File: src/rtl/core/srwg_pkg.sv
package srwg_pkg;

	// SplitMix64 constants
	localparam logic [63:0] GOLDEN_STEP = 64'h9e3779b97f4a7c15;
	localparam logic [63:0] MIX_MUL_A   = 64'hbf58476d1ce4e5b9;
	localparam logic [63:0] MIX_MUL_B   = 64'h94d049bb133111eb;
	localparam int          MIX_SHIFT_A = 30;
	localparam int          MIX_SHIFT_B = 27;
	localparam int          MIX_SHIFT_C = 31;

	// xoshiro256** constants
	localparam int          XO_SHIFT    = 17;
	localparam int          XO_ROT_OUT  = 7;
	localparam int          XO_ROT_S3   = 45;

	// configuration register indexes
	typedef enum logic {
		CFG_SEED   = 1'b0,
		CFG_SELECT = 1'b1
	} cfg_index_t;

	// request handed from front to back
	typedef struct packed {
		logic valid;
		logic two;
	} req_t;

endpackage

File: src/rtl/core/seeded_random_word_generator.sv
// Seeded random word generator: SplitMix64 or xoshiro256** words on request.
// Input channel (in_valid/in_ready, word_count): one request asks for one
// word (1) or two words (2 or 3); a request of 0 is taken and dropped.
// Output channel (out_valid/out_ready, random_word, last_word): one word per
// handshake, last_word marks the final word of a request.
// Config port: cfg_write with cfg_index 0 loads the seed into the SplitMix
// counter and forces a reseed of xoshiro; index 1 picks the generator
// (0 SplitMix64, 1 xoshiro256**). Write only while the block is idle.
// Structure: requests queue two deep in the front end; the back end makes
// words one at a time. A SplitMix word is one add, then two 64-bit
// constant multiplies of three partial products each on a single 32x32
// multiplier. A xoshiro word runs through states XO_A and XO_B; the first
// one after reset or a seed write waits while four SplitMix words fill the
// four state words. A request is popped from the queue in the idle state.
// Reset: counter 0, xoshiro selected and unseeded, queue and output empty.
// A stalled receiver holds the word in the output register; the back end
// finishes its next word and waits, and the queue keeps accepting requests until full.
module seeded_random_word_generator (
	input  logic                 clk,
	input  logic                 arst_n,
	input  logic                 in_valid,
	output logic                 in_ready,
	input  logic [1:0]           word_count,
	output logic                 out_valid,
	input  logic                 out_ready,
	output logic [63:0]          random_word,
	output logic                 last_word,
	input  logic                 cfg_write,
	input  srwg_pkg::cfg_index_t cfg_index,
	input  logic [63:0]          cfg_data
);

	srwg_pkg::req_t req;
	logic           req_pop;

	// front: accept, drop empty requests, queue
	srwg_front u_front (
		.clk        (clk),
		.arst_n     (arst_n),
		.in_valid   (in_valid),
		.in_ready   (in_ready),
		.word_count (word_count),
		.req        (req),
		.req_pop    (req_pop)
	);

	// back: generator state, shared multiplier, output register
	srwg_back u_back (
		.clk         (clk),
		.arst_n      (arst_n),
		.cfg_write   (cfg_write),
		.cfg_index   (cfg_index),
		.cfg_data    (cfg_data),
		.req         (req),
		.req_pop     (req_pop),
		.out_valid   (out_valid),
		.out_ready   (out_ready),
		.random_word (random_word),
		.last_word   (last_word)
	);

endmodule

File: src/rtl/core/srwg_front.sv
module srwg_front (
	input  logic            clk,
	input  logic            arst_n,
	input  logic            in_valid,
	output logic            in_ready,
	input  logic [1:0]      word_count,
	output srwg_pkg::req_t  req,
	input  logic            req_pop
);

	// two-entry request queue; an entry holds "two words" flag
	logic       q_q [2];
	logic       wr_ptr_q;
	logic       rd_ptr_q;
	logic [1:0] cnt_q;
	logic       push;

	assign in_ready = (cnt_q != 2'd2);
	// a zero-word request is dropped here; 3 is treated as 2
	assign push     = in_valid && in_ready && (word_count != 2'd0);
	assign req.valid = (cnt_q != 2'd0);
	assign req.two   = q_q[rd_ptr_q];

	always_ff @(posedge clk or negedge arst_n) begin
		if (!arst_n) begin
			wr_ptr_q <= 1'b0;
			rd_ptr_q <= 1'b0;
			cnt_q    <= 2'd0;
		end else begin
			if (push)
				wr_ptr_q <= ~wr_ptr_q;
			if (req_pop)
				rd_ptr_q <= ~rd_ptr_q;
			if (push && !req_pop)
				cnt_q <= cnt_q + 2'd1;
			else if (!push && req_pop)
				cnt_q <= cnt_q - 2'd1;
		end
	end

	always_ff @(posedge clk) begin
		if (push)
			q_q[wr_ptr_q] <= word_count[1];
	end

endmodule

File: src/rtl/core/srwg_back.sv
module srwg_back (
	input  logic                 clk,
	input  logic                 arst_n,
	input  logic                 cfg_write,
	input  srwg_pkg::cfg_index_t cfg_index,
	input  logic [63:0]          cfg_data,
	input  srwg_pkg::req_t       req,
	output logic                 req_pop,
	output logic                 out_valid,
	input  logic                 out_ready,
	output logic [63:0]          random_word,
	output logic                 last_word
);

	typedef enum logic [6:0] {
		ST_IDLE    = 7'b0000001,
		ST_MIX_ADD = 7'b0000010,
		ST_MUL_0   = 7'b0000100,
		ST_MUL_1   = 7'b0001000,
		ST_MUL_2   = 7'b0010000,
		ST_XO_A    = 7'b0100000,
		ST_XO_B    = 7'b1000000
	} state_t;

	state_t      state_q;
	state_t      start_state;
	logic [63:0] ctr_q;
	logic        sel_q;
	logic        xo_ready_q;
	logic [63:0] xo_q [4];
	logic [1:0]  seed_idx_q;
	logic        pass_q;
	logic        second_q;
	logic [63:0] z_q;
	logic [63:0] acc_q;
	logic [63:0] t_q;
	logic        out_valid_q;
	logic [63:0] out_word_q;
	logic        out_last_q;

	logic        out_free;
	logic        seeding;
	logic [63:0] mul_k;
	logic [31:0] a_op;
	logic [31:0] b_op;
	logic [63:0] prod;
	logic [63:0] acc_fin;
	logic [63:0] mix_word;
	logic [63:0] ctr_next;
	logic [63:0] rot_t;
	logic [63:0] xo_word;
	logic [63:0] s2_x;
	logic [63:0] s3_x;

	assign out_free    = !out_valid_q || out_ready;
	assign seeding     = sel_q && !xo_ready_q;
	assign start_state = (sel_q && xo_ready_q) ? ST_XO_A : ST_MIX_ADD;
	assign req_pop     = (state_q == ST_IDLE) && req.valid;

	// shared 32x32 multiplier: low 64 bits of z*k from three partial products
	assign mul_k   = pass_q ? srwg_pkg::MIX_MUL_B : srwg_pkg::MIX_MUL_A;
	assign a_op    = (state_q == ST_MUL_1) ? z_q[63:32] : z_q[31:0];
	assign b_op    = (state_q == ST_MUL_2) ? mul_k[63:32] : mul_k[31:0];
	assign prod    = 64'(a_op) * 64'(b_op);
	assign acc_fin = {acc_q[63:32] + prod[31:0], acc_q[31:0]};
	assign mix_word = acc_fin ^ (acc_fin >> srwg_pkg::MIX_SHIFT_C);
	assign ctr_next = ctr_q + srwg_pkg::GOLDEN_STEP;

	// t_q = s1*5; out = rotl(t,7)*9
	assign rot_t   = (t_q << srwg_pkg::XO_ROT_OUT) | (t_q >> (64 - srwg_pkg::XO_ROT_OUT));
	assign xo_word = rot_t + {rot_t[60:0], 3'b000};
	assign s2_x    = xo_q[2] ^ xo_q[0];
	assign s3_x    = xo_q[3] ^ xo_q[1];

	assign out_valid   = out_valid_q;
	assign random_word = out_word_q;
	assign last_word   = out_last_q;

	always_ff @(posedge clk or negedge arst_n) begin
		if (!arst_n) begin
			state_q     <= ST_IDLE;
			ctr_q       <= 64'd0;
			sel_q       <= 1'b1;
			xo_ready_q  <= 1'b0;
			seed_idx_q  <= 2'd0;
			pass_q      <= 1'b0;
			second_q    <= 1'b0;
			out_valid_q <= 1'b0;
		end else begin
			if (out_ready)
				out_valid_q <= 1'b0;
			unique case (state_q)
				ST_IDLE: begin
					if (req.valid) begin
						second_q   <= req.two;
						seed_idx_q <= 2'd0;
						state_q    <= start_state;
					end
				end
				ST_MIX_ADD: begin
					ctr_q   <= ctr_next;
					pass_q  <= 1'b0;
					state_q <= ST_MUL_0;
				end
				ST_MUL_0: state_q <= ST_MUL_1;
				ST_MUL_1: state_q <= ST_MUL_2;
				ST_MUL_2: begin
					if (!pass_q) begin
						pass_q  <= 1'b1;
						state_q <= ST_MUL_0;
					end else if (seeding) begin
						seed_idx_q <= seed_idx_q + 2'd1;
						if (seed_idx_q == 2'd3) begin
							xo_ready_q <= 1'b1;
							state_q    <= ST_XO_A;
						end else begin
							state_q <= ST_MIX_ADD;
						end
					end else if (out_free) begin
						out_valid_q <= 1'b1;
						second_q    <= 1'b0;
						state_q     <= second_q ? start_state : ST_IDLE;
					end
				end
				ST_XO_A: state_q <= ST_XO_B;
				ST_XO_B: begin
					if (out_free) begin
						out_valid_q <= 1'b1;
						second_q    <= 1'b0;
						state_q     <= second_q ? start_state : ST_IDLE;
					end
				end
				default: state_q <= ST_IDLE;
			endcase
			// writes must arrive only while idle; the user ensures it, the block does not enforce it
			if (cfg_write) begin
				unique case (cfg_index)
					srwg_pkg::CFG_SEED: begin
						ctr_q      <= cfg_data;
						xo_ready_q <= 1'b0;
					end
					srwg_pkg::CFG_SELECT: sel_q <= cfg_data[0];
					default: ;
				endcase
			end
		end
	end

	always_ff @(posedge clk) begin
		unique case (state_q)
			ST_MIX_ADD: z_q <= ctr_next ^ (ctr_next >> srwg_pkg::MIX_SHIFT_A);
			ST_MUL_0:   acc_q <= prod;
			ST_MUL_1:   acc_q <= acc_fin;
			ST_MUL_2: begin
				if (!pass_q) begin
					z_q <= acc_fin ^ (acc_fin >> srwg_pkg::MIX_SHIFT_B);
				end else if (seeding) begin
					xo_q[seed_idx_q] <= mix_word;
				end else if (out_free) begin
					out_word_q <= mix_word;
					out_last_q <= !second_q;
				end
			end
			ST_XO_A: t_q <= xo_q[1] + {xo_q[1][61:0], 2'b00};
			ST_XO_B: begin
				if (out_free) begin
					out_word_q <= xo_word;
					out_last_q <= !second_q;
					xo_q[0] <= xo_q[0] ^ s3_x;
					xo_q[1] <= xo_q[1] ^ s2_x;
					xo_q[2] <= s2_x ^ (xo_q[1] << srwg_pkg::XO_SHIFT);
					xo_q[3] <= (s3_x << srwg_pkg::XO_ROT_S3) |
						(s3_x >> (64 - srwg_pkg::XO_ROT_S3));
				end
			end
			default: ;
		endcase
	end

endmodule

File: config.mk
export PLATFORM = sky130hd
export DESIGN_NAME = seeded_random_word_generator
export DESIGN_NICKNAME = d
export VERILOG_FILES = /design/src/rtl/core/srwg_pkg.sv /design/src/rtl/core/seeded_random_word_generator.sv /design/src/rtl/core/srwg_front.sv /design/src/rtl/core/srwg_back.sv
export SDC_FILE = /design/constraint.sdc
export NUM_CORES = 2
export LEC_CHECK = 0
export ABC_CLOCK_PERIOD_IN_PS = 26300
export BUFFER_PORTS_ARGS = -buffer_cell sky130_fd_sc_hd__buf_2
export CAP_MARGIN = 20
export CORE_MARGIN = 4
export CORE_UTILIZATION = 60
export DETAILED_ROUTE_END_ITERATION = 7
export PLACE_DENSITY = 0.78
export SETUP_SLACK_MARGIN = 0.4
export SYNTH_ARGS = -nofsm -noshare
export SYNTH_HDL_FRONTEND = slang
export SYNTH_SLANG_ARGS = --single-unit
File: constraint.sdc
create_clock -name clk -period 26.3 [get_ports clk]
set_clock_uncertainty 0.15 [all_clocks]
set_input_delay 1.315 -clock clk [delete_from_list [all_inputs] [get_ports clk]]
set_output_delay 1.315 -clock clk [all_outputs]
set_load 0.05 [all_outputs]
[Yosys cells after proc, flatten, opt, wreduce, memory -nomap -nowiden]
Memory sizes are Yosys's and may differ from the RTL's.
Cells that the tools add are included.
Storage, ports and cells
  output and inout bits: 67
  RAM bits: 258
  memories: 2
  input bits: 72
  register bits: 339
Memory list
  u_back.xo_q: depth 4, bits a word 64, rd ports 4, clocked after memory_dff 0, wr ports 4, RTL line srwg_back.sv:30  | logic [63:0] xo_q [4];
  u_front.q_q: depth 2, bits a word 1, rd ports 1, clocked after memory_dff 0, wr ports 1, RTL line srwg_front.sv:12  | logic q_q [2];
Operators by class
  bitwise operators: 13
  reductions and logical operators: 29
  eq/ne operators: 16
  $mul: 1
  multiplexer cells: 61
  add/subtract/negate cells: 7
Operators with widths (count)
  $mux W64: 9
  $pmux W64 S2: 3
  $xor A64 B64 Y64: 5
  $add A64 B64 Y64: 2
  $add A64 B64 Y64 const B: 1
  $mul A32 B32 Y64: 1
  $mux W32: 2
  $or A64 B45 Y64: 1
  $or A64 B7 Y64: 1
  $reduce_or A64 Y1: 1
  $xor A64 B33 Y64: 1
  $xor A64 B34 Y64: 1
  $xor A64 B37 Y64: 1
  $mux W62: 1
  $pmux W7 S7: 1
  $mux W7: 5
  $add A32 B32 Y32: 1
  $mux W1: 27
  $reduce_bool A2 Y1: 7
  $mux W2: 6
  $mux W6: 2
  $ne A2 B1 Y1 const B: 5
  $reduce_and A4 Y1: 2
  $eq A7 B1 Y1 const B: 1
  21 further kinds: 40

[Logic depth before layout (Yosys ltp)]
  depth after elaboration: 9
  gate-level depth with buffers: 46
  mapped depth without buffers: 42

[Hierarchy]
From an unflattened synthesis, not the netlist that was laid out.
Second synthesis, totals
  cell total of the unflattened synthesis: 6799
  area total of the unflattened synthesis: 66352.4 um2
Modules (own cells, without submodules)
  srwg_back: area an instance 66060.9 um2, cells an instance 6777, seq. area each 17359.1 um2, instances 1
  srwg_front: area an instance 291.5 um2, cells an instance 22, seq. area each 160.2 um2, instances 1

[Worst setup path after synthesis]
No wires, ideal clock.
  kind: reg-to-reg
  start: register u_back.state_q[1]
  end: memory u_back.xo_q[0][32], data pin
  period minus slack after synthesis: 11064 ps
  stages on the path, launching flop included: 45
  data arrival time: 10643 ps
  path buffers: 7
  slack: 15236 ps
  cells stage by stage: dfrtp_1 -> clkbuf_1 -> nor3_1 -> and4b_1 -> clkbuf_1 -> clkbuf_1 -> buf_1 -> ha_1 -> clkbuf_1 -> clkbuf_1 -> nor2_1 -> fa_1 -> fa_1 -> fa_1 -> inv_1 -> fa_1 -> inv_1 -> fa_1 -> [... 9 more ...] -> nor2_1 -> o211ai_1 -> a21o_1 -> a21o_1 -> a21o_1 -> a21oi_1 -> xnor2_1 -> ha_1 -> a21oi_1 -> o21ai_0 -> nand3_1 -> a21boi_0 -> o21ai_0 -> nand2b_1 -> a31oi_1 -> xnor2_2 -> mux2i_1 -> o21ai_0
RTL lines
  from (decl): RTL line srwg_back.sv:25  | state_t state_q;
  from (signal assigned): RTL line srwg_back.sv:97  | state_q <= start_state;
  from (signal assigned): RTL line srwg_back.sv:122  | state_q <= second_q ? start_state : ST_IDLE;
  from (signal assigned): RTL line srwg_back.sv:130  | state_q <= second_q ? start_state : ST_IDLE;
  to (decl): RTL line srwg_back.sv:30

==> summary.txt <==
Status
  • Outcome: finished, final reports clean

CTS
  • Clock Latency Late Sink: 0.68 ns
  • Worst-path clk slew: ~0.060 ns
  • Clock buffer depth: 3
  • Setup Buffers After CTS: 0
  • Sink Count: slightly below 600
  • CTS Hold Buffers Added: 0
  • Clock buffers created by TritonCTS: 71
  • # resized after CTS: 0
  • CTS H-tree lvls: 3
  • CTS tree: built
  • Root buf cell: clkbuf_16

Route
  • DRT Pass-1 Iters: 6
  • Final WL: 237800 µm
  • Drt drc: 0
  • Post-route ant nets: 0
  • Routed WL per cell: ~28 µm
  • Vias post-DR: around 53000
  • DRT iter0 DRCs: around 7000
  • Vias/cell: 6.242

Timing
  • Final setup violation count: 0
  • F_max: between 70 and 80 MHz
  • Slew margin rel.: 17.70%
  • Least-Margin Pin Slew: 1.226 ns
  • Tcrit/Tclk final: between 50% and 60%
  • Final WS setup: 13.02 ns
  • Final Hold Fails: 0
  • RSZ-0062 raised after global routing: false
  • Max Slew Vio Count: 0
  • TNS Setup: 0 ns
  • Minimum clock period: 13.29 ns

Worst setup path
  • Crit path DAT: 13.61 ns
  • Setup crit start: u_back.state_q[1]
  • Crit path max-delay cell type: xnor2_1
  • Cells on worst reg2reg path: slightly above 40
  • R2r endpoint: u_back.xo_q[2][23]
  • R2R setup slack: roughly 13 ns
  • Worst setup SP type: flop
  • R2r startpoint: u_back.state_q[1]
  • Max incr delay on CP: between 0.8 and 0.9 ns
  • Crit-path max FO: between 60 and 70
  • CP Data Required Time: around 27 ns
  • Crit path kind: reg -> reg
  • Endpoint class of the critical path: flop

Synth
  • #FFs+latches synth: between 500 and 600
  • Syn Std Cell Area: 67170 µm²
  • Synth unique cells: 101
  • Post-synthesis sequential area ratio: 26.08%
  • Post-synth EDFFs: a little over 500
  • Syn Area/Cell: 9.768 µm²
  • Yosys warns: 0
  • Mapped Nets: a little over 8000
  • Post-synth top flop: edfxtp_1
  • Synth async-reset ratio: between 10% and 20%
  • Synth Instances: ~7000

Global routing
  • Overall routing resource usage: about two fifths
  • Global-route wire length before repair: 346600 µm
  • Grt ovf: 0
  • Vias in the first global route: 51642
  • Largest net degree at the start of global routing: 108
  • Initial antenna violation count: 17

Floorplanning
  • Std cell rows: 122
  • Vert. Die Dim: between 300 and 400 µm
  • Die width: 342.6 µm
  • Die area: around 120000 µm²
  • Ports: 139
  • Starting Density: a little over 60%
  • Core area: around 110000 µm²

Run
  • Total of max-cap violations: 0

Placement
  • DP Area: approximately 70000 µm²
  • RePlAce Congestion: 1.039
  • Dpl hpwl: around 200000 µm
  • Placement Setup Slack: approximately 13 ns
  • Port bufs: 138

Final layout
  • Area grow syn2layout: 7.122%
  • Commonest non-fill, non-tap cells in the layout: 955 x inv_1, 822 x fa_1, 575 x nand2_1
  • Commonest non-fill, non-tap cell in the layout: inv_1
  • Layout fillers: about 9100
  • Non-Filler Cell Area, Final: 71950 µm²
  • Share of layout cells above drive strength 1: under 10%
  • Nets: a little over 8000

Worst hold path
  • Hold path endpoint: u_front.cnt_q[1]
  • Hold_sp: u_front.cnt_q[1]
  • Hold Path Stages: 1
  • Hold/Removal Path Class: reg -> reg
final cells by class:
type | count | area (µm²) | area share (%)
clock inverter | 45 | 462.9 | 0.6434
timing repair buffer | 225 | 1363 | 1.894
sequential | 597 | 17520 | 24.35
antenna | 6 | 15.01 | 0.02087
clock buffer | 84 | 1847 | 2.567
inverter | 966 | 3628 | 5.043
tap | 1488 | 1862 | 2.588
multi-input combinational | 5060 | 45250 | 62.90
registers in the layout, summed over array words and instances, names as in the netlist, 2 cells and up:
register and count:
u_front.cnt_q 2, u_back.z_q 64, u_back.ctr_q 64, u_back.state_q 7
u_back.t_q 64, u_front.q_q 2, u_back.xo_q 256, u_back.acc_q 64
u_back.random_word 64, u_back.seed_idx_q 2
cells in the mapped netlist, types with 80 or more instances:
cell      number  area, µm²
xor2_1       296       2592
fa_1         822      16460
a21oi_1      348       1742
dfrtp_1       80       2002
and2_1       130      813.3
edfxtp_1     515      15460
nand2_1      577       2166
nand2b_1      87      544.3
clkbuf_1     233      874.6
o21ai_0      461       2307
ha_1         495       6193
a21o_1       123      923.4
nor2_1       566       2125
xnor2_1      441       3862
inv_1        956       3588
worst max path at each step:
stage / endpoint / slack, ns / depth (start not counted)
final: u_back.xo_q[2][23] / 13.02 / 41
after global routing: u_back.random_word[23] / 12.56 / 41
after CTS: u_back.xo_q[0][32] / 13.30 / 37
after detailed placement: u_back.xo_q[0][32] / 13.39 / 37
after global placement: u_back.xo_q[1][32] / 13.59 / 37
after floorplan: u_back.xo_q[0][32] / 15.24 / 44
cells by family after synthesis:
family / count (synthesis) / synth area share [%]
flops: 597 / 26.08
simple gates: 1710 / 11.64
xor+xnor: 743 / 9.774
buf+inv: 1219 / 6.829
fa+ha+maj: 1317 / 33.72
compound gates: 1245 / 11.28
mux: 45 / 0.6762
metrics by stage:
stage	instances	hold WS [ns]	util [%]
after floorplan	6876	0.3055	-
after detailed placement	8332	0.3477	62.71
after CTS	8461	0.3600	64.79
after global routing	8465	0.3852	64.82
final	8471	0.3562	64.84
after global placement	8331	0.3233	62.70
metal layers:
layer | track usage [%] | wire (µm) | vias up
li1 | - | - | 22723
met1 | 59.70 | 96330 | 26267
met2 | 57.24 | 98380 | 3360
met3 | 12.57 | 33350 | 524
met4 | 13.25 | 9699 | 0
met5 | 0 | 0 | -
critical path: cells and delay by family, from the launching register on:
| family | cells | cell delay, ns |
|---|---|---|
| buf+inv | 8 | 1.82 |
| xor+xnor | 3 | 1.47 |
| fa+ha+maj | 11 | 4.47 |
| flops | 1 | 0.49 |
| compound gates | 12 | 2.51 |
| simple gates | 7 | 2.08 |
Power is not shown: default switching activity piles up to over one toggle a cycle in this logic, so the estimate is an artifact.
